==> config.mk <==
export PLATFORM = sky130hd
export DESIGN_NAME = multi_policy_cpu_scheduler
export DESIGN_NICKNAME = d
export VERILOG_FILES = /design/src/rtl/mps_pkg.sv /design/src/rtl/mps_ctrl.sv /design/src/rtl/mps_dp.sv /design/src/rtl/multi_policy_cpu_scheduler.sv
export SDC_FILE = /design/constraint.sdc
export NUM_CORES = 2
export LEC_CHECK = 0
export ABC_AREA = 1
export ABC_CLOCK_PERIOD_IN_PS = 11450
export BUFFER_PORTS_ARGS = -buffer_cell sky130_fd_sc_hd__buf_2
export CORE_MARGIN = 2
export CORE_UTILIZATION = 30
export CTS_CLUSTER_SIZE = 20
export DETAILED_ROUTE_END_ITERATION = 8
export PLACE_DENSITY_LB_ADDON = 0.2
export SETUP_SLACK_MARGIN = 0.05
export SYNTH_ARGS = -nofsm -noshare
export SYNTH_HDL_FRONTEND = slang
export SYNTH_SLANG_ARGS = --single-unit
==> constraint.sdc <==
create_clock -name clock -period 11.45 [get_ports clock]
set_input_delay 2.29 -clock clock [delete_from_list [all_inputs] [get_ports clock]]
set_output_delay 2.29 -clock clock [all_outputs]
set_load 0.01 [all_outputs]
==> src/rtl/mps_pkg.sv <==
// Shared types and constants of the multi-policy scheduler.
`timescale 1ns / 1ps
package mps_pkg;
   localparam int MAX_JOBS_DEF = 16;
   localparam logic [1:0] PLACE_PEND  = 2'd0;
   localparam logic [1:0] PLACE_READY = 2'd1;
   localparam logic [1:0] PLACE_RUN   = 2'd2;
   localparam logic [2:0] MODE_FCFS = 3'd0;
   localparam logic [2:0] MODE_SJF  = 3'd1;
   localparam logic [2:0] MODE_SRTF = 3'd2;
   localparam logic [2:0] MODE_RR   = 3'd3;
   localparam logic [2:0] MODE_PRIO = 3'd4;
   localparam logic [2:0] MODE_PNP  = 3'd5;
   localparam logic [1:0] REG_MODE  = 2'd0;
   localparam logic [1:0] REG_SLICE = 2'd1;
   localparam logic [1:0] REG_AGON  = 2'd2;
   localparam logic [1:0] REG_AGLIM = 2'd3;

   typedef enum logic [3:0] {
      ST_IDLE, ST_ADD, ST_ARR_SCAN, ST_ARR_MOVE, ST_PRE_SCAN, ST_PRE_DO,
      ST_DISP_SCAN, ST_DISP_DO, ST_RUN, ST_AGE, ST_IDLE_SCAN, ST_OUT
   } state_type;

   // controller to datapath
   typedef struct packed {
      logic       start;      // latch request, clear result fields
      logic       do_add;
      logic       scan_step;  // visit the slot at the scan pointer
      logic       arr_scan;   // scan looks for arrived pending jobs
      logic       scan_clear;
      logic       arr_move;
      logic       pre_do;
      logic       disp_do;
      logic       run_do;
      logic       age_step;
      logic       out_load;
   } cmd_type;

   // datapath to controller
   typedef struct packed {
      logic action;
      logic scan_last;
      logic found;
      logic running;
      logic pre_hit;
   } stat_type;
endpackage

==> src/rtl/mps_ctrl.sv <==
// Sequencer of the scheduler: walks the phases of one request.
`timescale 1ns / 1ps
module mps_ctrl (
   input  logic              clock,
   input  logic              reset,
   input  logic              req_tvalid,
   output logic              req_tready,
   output logic              rsp_tvalid,
   input  logic              rsp_tready,
   input  mps_pkg::stat_type stat,
   output mps_pkg::cmd_type  cmd
);
   mps_pkg::state_type state_ff, state_in;
   logic out_ff, out_in;

   always_ff @(posedge clock) begin
      if (reset) begin
         state_ff <= mps_pkg::ST_IDLE;
         out_ff <= 1'b0;
      end else begin
         state_ff <= state_in;
         out_ff <= out_in;
      end
   end

   assign rsp_tvalid = out_ff;
   assign req_tready = (state_ff == mps_pkg::ST_IDLE) && !out_ff;

   always_comb begin
      state_in = state_ff;
      out_in = out_ff && !rsp_tready;
      cmd = '0;
      case (state_ff)
         mps_pkg::ST_IDLE: begin
            if (req_tvalid && !out_ff) begin
               cmd.start = 1'b1;
               state_in = mps_pkg::ST_ADD;
            end
         end
         mps_pkg::ST_ADD: begin
            cmd.scan_clear = 1'b1;
            if (!stat.action) begin
               cmd.do_add = 1'b1;
               state_in = mps_pkg::ST_IDLE_SCAN;
            end else state_in = mps_pkg::ST_ARR_SCAN;
         end
         mps_pkg::ST_ARR_SCAN: begin
            cmd.scan_step = 1'b1;
            cmd.arr_scan = 1'b1;
            if (stat.scan_last) state_in = mps_pkg::ST_ARR_MOVE;
         end
         mps_pkg::ST_ARR_MOVE: begin
            cmd.scan_clear = 1'b1;
            if (stat.found) begin
               cmd.arr_move = 1'b1;
               state_in = mps_pkg::ST_ARR_SCAN;
            end else state_in = mps_pkg::ST_PRE_SCAN;
         end
         mps_pkg::ST_PRE_SCAN: begin
            cmd.scan_step = 1'b1;
            if (stat.scan_last) state_in = mps_pkg::ST_PRE_DO;
         end
         mps_pkg::ST_PRE_DO: begin
            cmd.scan_clear = 1'b1;
            cmd.pre_do = 1'b1;
            state_in = mps_pkg::ST_DISP_SCAN;
         end
         mps_pkg::ST_DISP_SCAN: begin
            cmd.scan_step = 1'b1;
            if (stat.scan_last) state_in = mps_pkg::ST_DISP_DO;
         end
         mps_pkg::ST_DISP_DO: begin
            cmd.scan_clear = 1'b1;
            cmd.disp_do = 1'b1;
            state_in = mps_pkg::ST_RUN;
         end
         mps_pkg::ST_RUN: begin
            cmd.run_do = 1'b1;
            state_in = mps_pkg::ST_AGE;
         end
         mps_pkg::ST_AGE: begin
            cmd.age_step = 1'b1;
            if (stat.scan_last) begin
               cmd.scan_clear = 1'b1;
               state_in = mps_pkg::ST_IDLE_SCAN;
            end
         end
         mps_pkg::ST_IDLE_SCAN: begin
            cmd.scan_step = 1'b1;
            if (stat.scan_last) state_in = mps_pkg::ST_OUT;
         end
         mps_pkg::ST_OUT: begin
            cmd.out_load = 1'b1;
            out_in = 1'b1;
            state_in = mps_pkg::ST_IDLE;
         end
         default: state_in = mps_pkg::ST_IDLE;
      endcase
   end

   // a result is never raised while one still waits
   a_no_overrun: assert property (@(posedge clock) disable iff (reset)
      (state_ff == mps_pkg::ST_OUT) |-> !out_ff)
      else $error("result overrun");
   // a request is taken only from the idle state
   a_take_idle: assert property (@(posedge clock) disable iff (reset)
      cmd.start |=> (state_ff == mps_pkg::ST_ADD))
      else $error("bad start");
   // the ready output stays low while a result waits
   a_hold: assert property (@(posedge clock) disable iff (reset)
      rsp_tvalid && !rsp_tready |=> rsp_tvalid && !req_tready)
      else $error("result dropped");
endmodule

==> src/rtl/mps_dp.sv <==
// Datapath of the scheduler: job table, scan unit and statistics.
`timescale 1ns / 1ps
module mps_dp #(
   parameter int MAX_JOBS = mps_pkg::MAX_JOBS_DEF
) (
   input  logic              clock,
   input  logic              reset,
   input  logic [48:0]       req_tdata,
   input  logic              csr_we,
   input  logic [1:0]        csr_idx,
   input  logic [15:0]       csr_wdata,
   input  mps_pkg::cmd_type  cmd,
   output mps_pkg::stat_type stat,
   output logic [87:0]       rsp_tdata
);
   localparam int SW = (MAX_JOBS > 1) ? $clog2(MAX_JOBS) : 1;
   localparam logic [SW-1:0] LAST = SW'(MAX_JOBS - 1);

   // configuration
   logic [2:0]  mode_ff;
   logic [7:0]  slice_ff;
   logic        agon_ff;
   logic [15:0] aglim_ff;
   always_ff @(posedge clock) begin
      if (reset) begin
         mode_ff <= mps_pkg::MODE_FCFS; slice_ff <= 8'd4;
         agon_ff <= 1'b0; aglim_ff <= 16'd10;
      end else if (csr_we) begin
         case (csr_idx)
            mps_pkg::REG_MODE:  mode_ff <= csr_wdata[2:0];
            mps_pkg::REG_SLICE: slice_ff <= csr_wdata[7:0];
            mps_pkg::REG_AGON:  agon_ff <= csr_wdata[0];
            mps_pkg::REG_AGLIM: aglim_ff <= csr_wdata;
            default: ;
         endcase
      end
   end

   // job table
   logic [MAX_JOBS-1:0] used_ff;
   logic [1:0]  place_ff [MAX_JOBS];
   logic [7:0]  ident_ff [MAX_JOBS];
   logic [15:0] arr_ff   [MAX_JOBS];
   logic [15:0] burst_ff [MAX_JOBS];
   logic [15:0] left_ff  [MAX_JOBS];
   logic [7:0]  prio_ff  [MAX_JOBS];
   logic [15:0] age_ff   [MAX_JOBS];
   logic [16:0] first_ff [MAX_JOBS];
   logic [15:0] order_ff [MAX_JOBS];

   logic [15:0] clk_ff, stamp_ff;
   logic [7:0]  sused_ff;
   logic        runv_ff;
   logic [SW-1:0] runs_ff;
   logic [48:0] req_ff;

   // scan state
   logic [SW-1:0] ptr_ff;
   logic          found_ff;
   logic [SW-1:0] pick_ff;
   logic          pre_ff;
   logic          busy_ff;
   logic          accept_ff;

   // result fields
   logic        ranv_ff, prf_ff, donev_ff;
   logic [7:0]  ranid_ff, doneid_ff;
   logic [15:0] tat_ff, wait_ff, resp_ff, tnow_ff;

   wire action = req_ff[0];
   wire [1:0] pl = place_ff[ptr_ff];
   wire cur_pend  = used_ff[ptr_ff] && pl == mps_pkg::PLACE_PEND;
   wire cur_ready = used_ff[ptr_ff] && pl == mps_pkg::PLACE_READY;
   wire [15:0] sa_cur  = stamp_ff - order_ff[ptr_ff];
   wire [15:0] sa_pick = stamp_ff - order_ff[pick_ff];

   // current slot served before picked slot in the active mode
   logic [15:0] ka, kb;
   logic keyed, prec;
   always_comb begin
      keyed = 1'b1; ka = '0; kb = '0;
      case (mode_ff)
         mps_pkg::MODE_SJF: begin ka = burst_ff[ptr_ff]; kb = burst_ff[pick_ff]; end
         mps_pkg::MODE_SRTF: begin ka = left_ff[ptr_ff]; kb = left_ff[pick_ff]; end
         mps_pkg::MODE_PRIO, mps_pkg::MODE_PNP: begin
            ka = {8'd0, prio_ff[ptr_ff]}; kb = {8'd0, prio_ff[pick_ff]};
         end
         default: keyed = 1'b0;
      endcase
      if (keyed && ka != kb) prec = ka < kb;
      else if (keyed && arr_ff[ptr_ff] != arr_ff[pick_ff])
         prec = arr_ff[ptr_ff] < arr_ff[pick_ff];
      else if (keyed && ident_ff[ptr_ff] != ident_ff[pick_ff])
         prec = ident_ff[ptr_ff] < ident_ff[pick_ff];
      else if (sa_cur != sa_pick) prec = sa_cur > sa_pick;
      else prec = ptr_ff < pick_ff;
   end

   // free slot search (priority encoder on valid bits)
   logic          free_any;
   logic [SW-1:0] free_slot;
   always_comb begin
      free_any = 1'b0; free_slot = '0;
      for (int i = MAX_JOBS - 1; i >= 0; i--)
         if (!used_ff[i]) begin free_any = 1'b1; free_slot = SW'(i); end
   end

   wire [SW-1:0] rs = runs_ff;
   wire fin = left_ff[rs] <= 16'd1;
   wire [15:0] comp = (clk_ff != 16'hFFFF) ? clk_ff + 16'd1 : 16'hFFFF;
   wire [15:0] tat = comp - arr_ff[rs];
   wire [16:0] first_d = (first_ff[rs][16]) ? {1'b0, clk_ff} : first_ff[rs];
   wire [15:0] age_inc = (age_ff[ptr_ff] != 16'hFFFF) ? age_ff[ptr_ff] + 16'd1 : 16'hFFFF;

   always_ff @(posedge clock) begin
      if (reset) begin
         used_ff <= '0; clk_ff <= '0; stamp_ff <= '0; sused_ff <= '0;
         runv_ff <= 1'b0; runs_ff <= '0; ptr_ff <= '0; found_ff <= 1'b0;
      end else begin
         if (cmd.start) begin
            req_ff <= req_tdata;
            tnow_ff <= clk_ff;
            {ranv_ff, prf_ff, donev_ff} <= '0;
            ranid_ff <= '0; doneid_ff <= '0;
            tat_ff <= '0; wait_ff <= '0; resp_ff <= '0;
            accept_ff <= 1'b1;
         end
         if (cmd.scan_clear) begin
            ptr_ff <= '0; found_ff <= 1'b0; pre_ff <= 1'b0; busy_ff <= 1'b0;
         end
         if (cmd.do_add) begin
            accept_ff <= free_any;
            if (free_any) begin
               used_ff[free_slot] <= 1'b1;
               place_ff[free_slot] <= mps_pkg::PLACE_PEND;
               ident_ff[free_slot] <= req_ff[8:1];
               arr_ff[free_slot] <= req_ff[24:9];
               burst_ff[free_slot] <= req_ff[40:25];
               left_ff[free_slot] <= req_ff[40:25];
               prio_ff[free_slot] <= req_ff[48:41];
               age_ff[free_slot] <= '0;
               first_ff[free_slot] <= 17'h10000;
               order_ff[free_slot] <= stamp_ff;
               stamp_ff <= stamp_ff + 16'd1;
            end
         end
         if ((cmd.scan_step || cmd.age_step) && !cmd.scan_clear) ptr_ff <= ptr_ff + SW'(1);
         if (cmd.scan_step) begin
            if (used_ff[ptr_ff]) busy_ff <= 1'b1;
            if (cmd.arr_scan) begin
               // oldest arrived pending job
               if (action && cur_pend && arr_ff[ptr_ff] <= clk_ff &&
                   (!found_ff || sa_cur > sa_pick)) begin
                  found_ff <= 1'b1; pick_ff <= ptr_ff;
               end
            end else if (cur_ready) begin
               if ((mode_ff == mps_pkg::MODE_SRTF && left_ff[ptr_ff] < left_ff[rs]) ||
                   (mode_ff == mps_pkg::MODE_PRIO && prio_ff[ptr_ff] < prio_ff[rs]))
                  pre_ff <= 1'b1;
               if (!found_ff || prec) begin found_ff <= 1'b1; pick_ff <= ptr_ff; end
            end
         end
         if (cmd.arr_move) begin
            place_ff[pick_ff] <= mps_pkg::PLACE_READY;
            order_ff[pick_ff] <= stamp_ff;
            stamp_ff <= stamp_ff + 16'd1;
         end
         if (cmd.pre_do && runv_ff) begin
            if ((mode_ff == mps_pkg::MODE_RR && left_ff[rs] != 16'd0 &&
                 sused_ff >= slice_ff) ||
                ((mode_ff == mps_pkg::MODE_SRTF || mode_ff == mps_pkg::MODE_PRIO) &&
                 pre_ff)) begin
               place_ff[rs] <= mps_pkg::PLACE_READY;
               order_ff[rs] <= stamp_ff;
               stamp_ff <= stamp_ff + 16'd1;
               runv_ff <= 1'b0; sused_ff <= '0; prf_ff <= 1'b1;
            end
         end
         if (cmd.disp_do && !runv_ff && found_ff) begin
            place_ff[pick_ff] <= mps_pkg::PLACE_RUN;
            runs_ff <= pick_ff; runv_ff <= 1'b1; sused_ff <= '0;
            if (first_ff[pick_ff][16]) first_ff[pick_ff] <= {1'b0, clk_ff};
         end
         if (cmd.run_do) begin
            if (runv_ff) begin
               ranv_ff <= 1'b1; ranid_ff <= ident_ff[rs];
               left_ff[rs] <= (left_ff[rs] != 16'd0) ? left_ff[rs] - 16'd1 : 16'd0;
               sused_ff <= fin ? 8'd0 :
                           ((sused_ff != 8'hFF) ? sused_ff + 8'd1 : sused_ff);
               if (fin) begin
                  donev_ff <= 1'b1; doneid_ff <= ident_ff[rs];
                  tat_ff <= tat;
                  wait_ff <= (tat > burst_ff[rs]) ? tat - burst_ff[rs] : 16'd0;
                  resp_ff <= first_d[15:0] - arr_ff[rs];
                  used_ff[rs] <= 1'b0; runv_ff <= 1'b0;
               end
            end
            if (clk_ff != 16'hFFFF) clk_ff <= clk_ff + 16'd1;
         end
         if (cmd.age_step && agon_ff && cur_ready) begin
            if (age_inc >= aglim_ff) begin
               age_ff[ptr_ff] <= '0;
               if (prio_ff[ptr_ff] != 8'd0) prio_ff[ptr_ff] <= prio_ff[ptr_ff] - 8'd1;
            end else age_ff[ptr_ff] <= age_inc;
         end
      end
   end

   assign stat.action = action;
   assign stat.scan_last = ptr_ff == LAST;
   assign stat.found = found_ff;
   assign stat.running = runv_ff;
   assign stat.pre_hit = pre_ff;

   // result register
   logic [87:0] out_ff;
   always_ff @(posedge clock) begin
      if (cmd.out_load)
         out_ff <= {3'b0, tnow_ff, !busy_ff, resp_ff, wait_ff, tat_ff, doneid_ff,
                    donev_ff, prf_ff, ranid_ff, ranv_ff, accept_ff};
   end
   assign rsp_tdata = out_ff;

   // a finished job is never the one still marked running
   a_fin_clear: assert property (@(posedge clock) disable iff (reset)
      cmd.run_do && runv_ff && fin |=> !runv_ff)
      else $error("finished job still running");
   // the running slot is always a used slot
   a_run_used: assert property (@(posedge clock) disable iff (reset)
      runv_ff |-> used_ff[runs_ff])
      else $error("running slot unused");
   // the tick counter moves only on a run step
   a_clk: assert property (@(posedge clock) disable iff (reset)
      !$past(cmd.run_do) && !$past(reset) |-> $stable(clk_ff))
      else $error("clock moved");
endmodule

==> src/rtl/multi_policy_cpu_scheduler.sv <==
// Top level of the multi-policy job scheduler.
// The time from request accept to result valid is set by the serial slot scans: an add
// scans the table once; a tick scans it once per arrival plus once more for each of the
// arrival search, preemption, dispatch, aging and idle check. Requests are handled one
// at a time; the next is taken only after the result has left.
// Synchronous active-high reset clears the table valid bits, the clock, the run state and
// sets the configuration registers to their defaults; no clearing pass is needed.
`timescale 1ns / 1ps
module multi_policy_cpu_scheduler #(
   parameter int MAX_JOBS = mps_pkg::MAX_JOBS_DEF
) (
   input  logic        clock,
   input  logic        reset,
   input  logic        req_tvalid,
   output logic        req_tready,
   // action, job_id, arrive_at, burst_len, prio_value
   input  logic [55:0] req_tdata,
   output logic        rsp_tvalid,
   input  logic        rsp_tready,
   // accepted, ran_valid, ran_id, preempt_flag, done_valid, done_id,
   // turnaround, wait_total, response, all_idle, time_now
   output logic [87:0] rsp_tdata,
   input  logic        csr_we,
   input  logic [1:0]  csr_idx,
   input  logic [15:0] csr_wdata
);
   mps_pkg::cmd_type  cmd;
   mps_pkg::stat_type stat;

   mps_ctrl u_ctrl (
      .clock(clock), .reset(reset), .req_tvalid(req_tvalid), .req_tready(req_tready),
      .rsp_tvalid(rsp_tvalid), .rsp_tready(rsp_tready), .stat(stat), .cmd(cmd)
   );

   mps_dp #(.MAX_JOBS(MAX_JOBS)) u_dp (
      .clock(clock), .reset(reset), .req_tdata(req_tdata[48:0]), .csr_we(csr_we),
      .csr_idx(csr_idx), .csr_wdata(csr_wdata), .cmd(cmd), .stat(stat),
      .rsp_tdata(rsp_tdata)
   );
endmodule

---- Word-level counts from Yosys, hierarchy flattened ----
Memories as Yosys holds them, arrays and structs flattened. A register that Yosys moved wholly into a read port is not among the register bits.
Cells that the tools add are included.
storage, ports and cells
  input bits .............................. 79
  bits in writable memories ............... 1840
  memories kept ........................... 9
  bits in latches ......................... 0
  memory bits (read-only) ................. 0
  flip-flop bits (word level) ............. 323
operators by class
  shift operators ......................... 0
  reduce and logical (&&, ||, !) cells .... 66
  equal/unequal tests ..................... 36
  $mul .................................... 0
  multiplexer cells ....................... 246
  $add $sub $neg .......................... 12
  $lt $le $gt $ge ......................... 17
  bitwise operators ....................... 6
  div/mod/pow operators ................... 0
memory list
  memory         depth  bits a word  rd ports  clocked after Yosys merged registers in  write ports  line          source
  u_dp.first_ff  16     17           2         2                                        1            mps_dp.sv:48  logic [16:0] first_ff [MAX_JOBS];
  u_dp.age_ff    16     16           1         1                                        1            mps_dp.sv:47  logic [15:0] age_ff [MAX_JOBS];
  u_dp.arr_ff    16     16           3         3                                        1            mps_dp.sv:43  logic [15:0] arr_ff [MAX_JOBS];
  u_dp.burst_ff  16     16           3         3                                        1            mps_dp.sv:44  logic [15:0] burst_ff [MAX_JOBS];
  u_dp.left_ff   16     16           3         3                                        1            mps_dp.sv:45  logic [15:0] left_ff [MAX_JOBS];
  u_dp.order_ff  16     16           2         2                                        1            mps_dp.sv:49  logic [15:0] order_ff [MAX_JOBS];
  +3 memories    -      -            -         -                                        -            -
operators with widths
  operator                 number
  $mux W16                 33
  $mux W4                  72
  $mux W8                  15
  $mux W1                  114
  $pmux W16 S3             2
  $sub A16 B16 Y16         5
  $reduce_or A16 Y1        4
  $add A16 B1 Y16 const B  3
  $lt A16 B16 Y1           3
  $ne A16 B16 Y1           3
  $pmux W4 S11             1
  $gt A16 B16 Y1           2
  $ne A16 B16 Y1 const B   2
  $logic_and A1 B1 Y1      24
  $eq A4 B4 Y1 const B     5
  $mux W17                 1
  $reduce_or A17 Y1        1
  $and A16 B16 Y16         1
  $eq A4 B3 Y1 const B     4
  $ge A16 B16 Y1           1
  $le A16 B1 Y1 const B    1
  $le A16 B16 Y1           1
  $lt A8 B8 Y1             2
  $not A16 Y16             1
  other kinds (41)         82

---- Depth between registers and ports, before layout ----
  depth after elaboration ................. 28
  mapped depth ............................ 42

---- Cells and area by module ----
Synthesis repeated with hierarchy kept, for this count alone.
unflattened totals
  cells, all modules ...................... 13890
  area total of the unflattened synthesis .. 120829.6 µm²
modules (own cells, without submodules)
  module    seq. area each (µm²)  cells an instance  area each (µm²)  times used
  mps_dp    63621.0               13819              120421.7         1
  mps_ctrl  100.1                 71                 407.9            1

---- Worst setup path before layout ----
Ideal clock, no wire load.
  kind .................................... input port to flip-flop
  start ................................... in reset
  end ..................................... mem u_dp.arr_ff[0][0] (enable)
  arrival time ............................ 6744 ps
  library setup time ...................... 537 ps
  stages on the path ...................... 4
  buffers on the path ..................... 1
  path slack .............................. 4169 ps
  cell sequence ........................... buf_1 -> inv_1 -> nand2_1 -> nor4_1
on the way
  longest elaborated chain between the ends .. 2
ends and longest elaborated chain
  what                           line                              source
  from (decl)                    multi_policy_cpu_scheduler.sv:13  input logic reset,
  $mux W1                        mps_dp.sv:116                     if (reset) begin
  $mux W1 (implied by the code)  mps_dp.sv:137                     arr_ff[free_slot] <= req_ff[24:9];
  to (decl)                      mps_dp.sv:43
No other way between the ends.

==> impl_metrics.env <==
export IMPL_fp_dieW_um=620
export IMPL_min_path_cells=0
export IMPL_gr_total_overflow=0
export IMPL_crit_chain="inv_8 > buf_4 > nor2_1 > nor2_1 > o21ai_0 > o211ai_1 > nand3_1 > nand2_1 > ha_1 > nand2_1 > nor2_2 > nand4_1 > nand3b_1 > ha_1 > nand2_1 > nor3_1 > nand3_1 > nand3_1 > nand3_1 > o21ai_1 > nand2_1 > nor2_1"
export IMPL_grt_pass1_wl_um=619000
export IMPL_critPathArrivalTime_ns=8.75
export IMPL_ir_worst_vdd_v=0.000132
export IMPL_cts_setup_buffers=0
export IMPL_synthSimpleGateAreaFrac_pct=11.6
export IMPL_grt_pass1_vias=87400
export IMPL_dp_slack_ns=3.19
export IMPL_synth_edf_count=2064
export IMPL_nFillCells=38500
export IMPL_drv_cap=0
export IMPL_finalCritPeriodShare_pct=71.9
export IMPL_synth_xor_area_share_pct=0.768
export IMPL_die_h_um=620
export IMPL_place_congestion=0.849
export IMPL_muxShareOfSynthArea_pct=0.0384
export IMPL_synth_compound_area_share_pct=22.3
export IMPL_yosys_register_bits=2175
export IMPL_reg2regPathDepth=22
export IMPL_drive_above_1_share_pct=7.68
export IMPL_grt_max_degree=230
export IMPL_dieArea_sq_um=385000
export IMPL_setup_ws_ns=3.22
export IMPL_final_nets=12200
export IMPL_io_pins=169
export IMPL_cts_buffer_depth=4
export IMPL_critPathRequiredTime_ns=11.97
export IMPL_grt_antenna_before_repair=25
export IMPL_worstReg2RegEnd="u_dp.prio_ff[2][1]"
export IMPL_grtUsageMet2_pct=33.8
export IMPL_power_leakage_nw=45.8
export IMPL_synth_area_leaders="edfxtp_1 54%, o21ai_0 11%, a21oi_1 5.8%, nor2_1 3.9%, nand2_1 3.6%"
export IMPL_period_needed_ns=8.23
export IMPL_finalPower_mw=21.5
export IMPL_layout_common_cells="2577 x o21ai_0, 2064 x edfxtp_1, 1320 x a21oi_1"
export IMPL_max_slew_margin_pct=17.5
export IMPL_drtPass1Iterations=6
export IMPL_rrSetupSlack_ns=3.22
export IMPL_tightest_slew_ns=1.24
export IMPL_cts_resized=0
export IMPL_drc=0
export IMPL_crit_slowest_cell="nor2_1"
export IMPL_final_cells=17200
export IMPL_syn_area_sq_um=114000
export IMPL_avgSynthCellArea_sq_um=9.35
export IMPL_via_per_inst=5.50
export IMPL_power_density_nw_per_um2=168
export IMPL_insertion_delay_ns=0.92
export IMPL_hp_start="u_dp.tnow_ff[10]"
export IMPL_core_area_sq_um=379000
export IMPL_wl_per_cell_um=25.3
export IMPL_synth_top_cell_by_area="edfxtp_1"
export IMPL_synth_top_area_share_pct=54.4
export IMPL_drtIter0Drc=11200
export IMPL_io_buffer_count=158
export IMPL_setup_tns_ns=0
export IMPL_outcome="finished clean"
export IMPL_routed_via_count=94400
export IMPL_cpPeakStageDelay_ns=0.87
export IMPL_hold_end="u_dp.rsp_tdata[79]"
export IMPL_cts_tree="built"
export IMPL_critPathTopFamily="simple AND/OR/NAND/NOR gates"
export IMPL_cts_hold_buf=0
export IMPL_final_core_util_pct=33.8
export IMPL_crit_buf_inv=2
export IMPL_start_util_pct=30.1
export IMPL_max_clock_freq_mhz=122
export IMPL_place_hpwl_um=246000
export IMPL_synth_warnings=0
export IMPL_syn_to_final_growth_pct=12.2
export IMPL_synthFlopType="edfxtp_1"
export IMPL_worst_setup_path_end_kind="register"
export IMPL_cts_sinks=2175
export IMPL_grtUsageTotal_pct=21.7
export IMPL_row_count=226
export IMPL_clk_pin_slew_ns=0.06
export IMPL_fin_skew_ns=0.0747
export IMPL_routed_wl_um=434000
export IMPL_critPathLaunchType="register"
export IMPL_finalSetupViolCount=0
export IMPL_met3_usage_pct=2.84
export IMPL_h_tree_depth=5
export IMPL_hold_violations=0
export IMPL_crit_type="register to register"
export IMPL_postRouteAntennaNets=0
export IMPL_synthAdderAreaFrac_pct=2.37
export IMPL_hold_class="register to register"
export IMPL_synth_top_family_by_area="compound AO/OA/AOI/OAI gates"
export IMPL_slew_violations=0
export IMPL_placed_cells=16700
export IMPL_grt_most_used_layer="met2"
export IMPL_root_buffer="clkbuf_16"
export IMPL_ys_types=62
export IMPL_seq_area_frac_synth_pct=56.3
export IMPL_rsz0062_at_grt="no"
export IMPL_postSynth_asyncResetShare_pct=0
export IMPL_numCtsBuffers=266
export IMPL_crit_fanout=135
export IMPL_syn_inst=12200
export IMPL_final_common_cell="o21ai_0"
export IMPL_met1_usage_pct=31.1
==> routing by layer <==
layer  part of all wire [%]  routed length [um]
met1                     45              194000
met2                     44              191000
met3                    7.8               34000
met4                    3.3               14100
met5                  0.015                  64
==> power by group <==
part / internal [mW] / total (mW) / switching, mW
Combinational: 1.12 / 3.92 / 2.80
Clock: 4.79 / 8.32 / 3.53
Sequential: 8.97 / 9.22 / 0.249
==> worst register-to-register path: stages (launching register included) <==
cell	delay (ns)
dfxtp_4	0.53
inv_8	0.81
buf_4	0.77
nor2_1	0.09
nor2_1	0.10
o21ai_0	0.09
o211ai_1	0.12
nand3_1	0.09
nand2_1	0.12
ha_1	0.19
nand2_1	0.08
nor2_2	0.23
nand4_1	0.78
nand3b_1	0.47
ha_1	0.19
nand2_1	0.07
nor3_1	0.40
nand3_1	0.16
nand3_1	0.33
nand3_1	0.71
o21ai_1	0.42
nand2_1	0.17
nor2_1	0.87
==> cell families (layout without fill, tap and decap cells) <==
group                      count (synthesis)  in the layout
other                                      1             12
muxes                                      4              4
xor gates and xnor gates                 100            100
AOI/OAI and AO/OA                       4667           4667
DFF                                     2175           2175
and+or+nand+nor                         3164           3164
buffers and inverters                   1867           1817
adders and majority gates                213            213
==> worst max path at each step <==
stage	startpoint	depth (start not counted)	slack, ns	to
after floorplan	reset	4	4.17	u_dp.arr_ff[0][0]
after detailed placement	register	22	3.19	u_dp.prio_ff[9][3]
after CTS	register	22	3.16	u_dp.prio_ff[9][3]
final	register	22	3.22	u_dp.prio_ff[2][1]
after global routing	register	21	2.49	u_dp.prio_ff[9][3]
after global placement	register	22	3.13	u_dp.prio_ff[9][3]
==> cell usage after synthesis, types with 3 or more instances <==
library cell	instances
o21ai_0	2582
edfxtp_1	2064
a21oi_1	1320
nor2_1	1182
nand2_1	1088
inv_1	929
nand3_1	723
clkbuf_1	581
o211ai_1	301
o221ai_1	270
buf_2	214
ha_1	208
dfxtp_1	111
o22ai_1	97
buf_1	81
xor2_1	75
nor3_1	44
nand4_1	40
buf_4	36
or2_2	32
o21ai_1	29
xnor2_1	25
a31oi_1	16
buf_6	14
nand3b_1	11
a21o_1	10
a221o_1	8
clkinv_1	7
a211oi_1	6
a221oi_1	6
nor2_2	6
or2_1	6
fa_1	5
inv_2	5
nand2_2	5
nor3b_1	5
nor4_1	5
a21boi_0	4
mux2_2	3
o21a_1	3
o31ai_1	3
==> sequential cells by signal, summed over array words and instances, names as in the netlist, 32 cells and up, named ones only <==
register / flops
u_dp.req_ff: 49
u_dp.place_ff: 32
u_dp.age_ff: 256
u_dp.arr_ff: 256
u_dp.first_ff: 272
u_dp.rsp_tdata: 85
u_dp.prio_ff: 128
u_dp.burst_ff: 256
u_dp.ident_ff: 128
u_dp.left_ff: 256
u_dp.order_ff: 256
==> per-stage QoR <==
| step | cell area, sq um | hold WS (ns) |
|---|---|---|
| 3_5_place_dp | 120000 | 0.405 |
| 4_1_cts | 128000 | 0.418 |
| 2_1_floorplan | 114000 | 0.400 |
| 5_1_grt | 128000 | 0.418 |
| 3_3_place_gp | 120000 | 0.404 |
| 6_report | 128000 | 0.415 |
==> layout make-up <==
| cell class | instances | area (sq um) | share of cell area [%] |
|---|---|---|---|
| tap | 5016 | 6280 | 4.90 |
| antenna | 9 | 22.5 | 0.0176 |
| multi-input combinational | 8151 | 42600 | 33.3 |
| clock inverter | 132 | 1190 | 0.931 |
| timing repair buffer | 397 | 2810 | 2.20 |
| inverter | 941 | 3610 | 2.82 |
| clock buffer | 347 | 7190 | 5.62 |
| sequential | 2175 | 64200 | 50.2 |
Note: power is estimated with default switching activity, not from simulation.
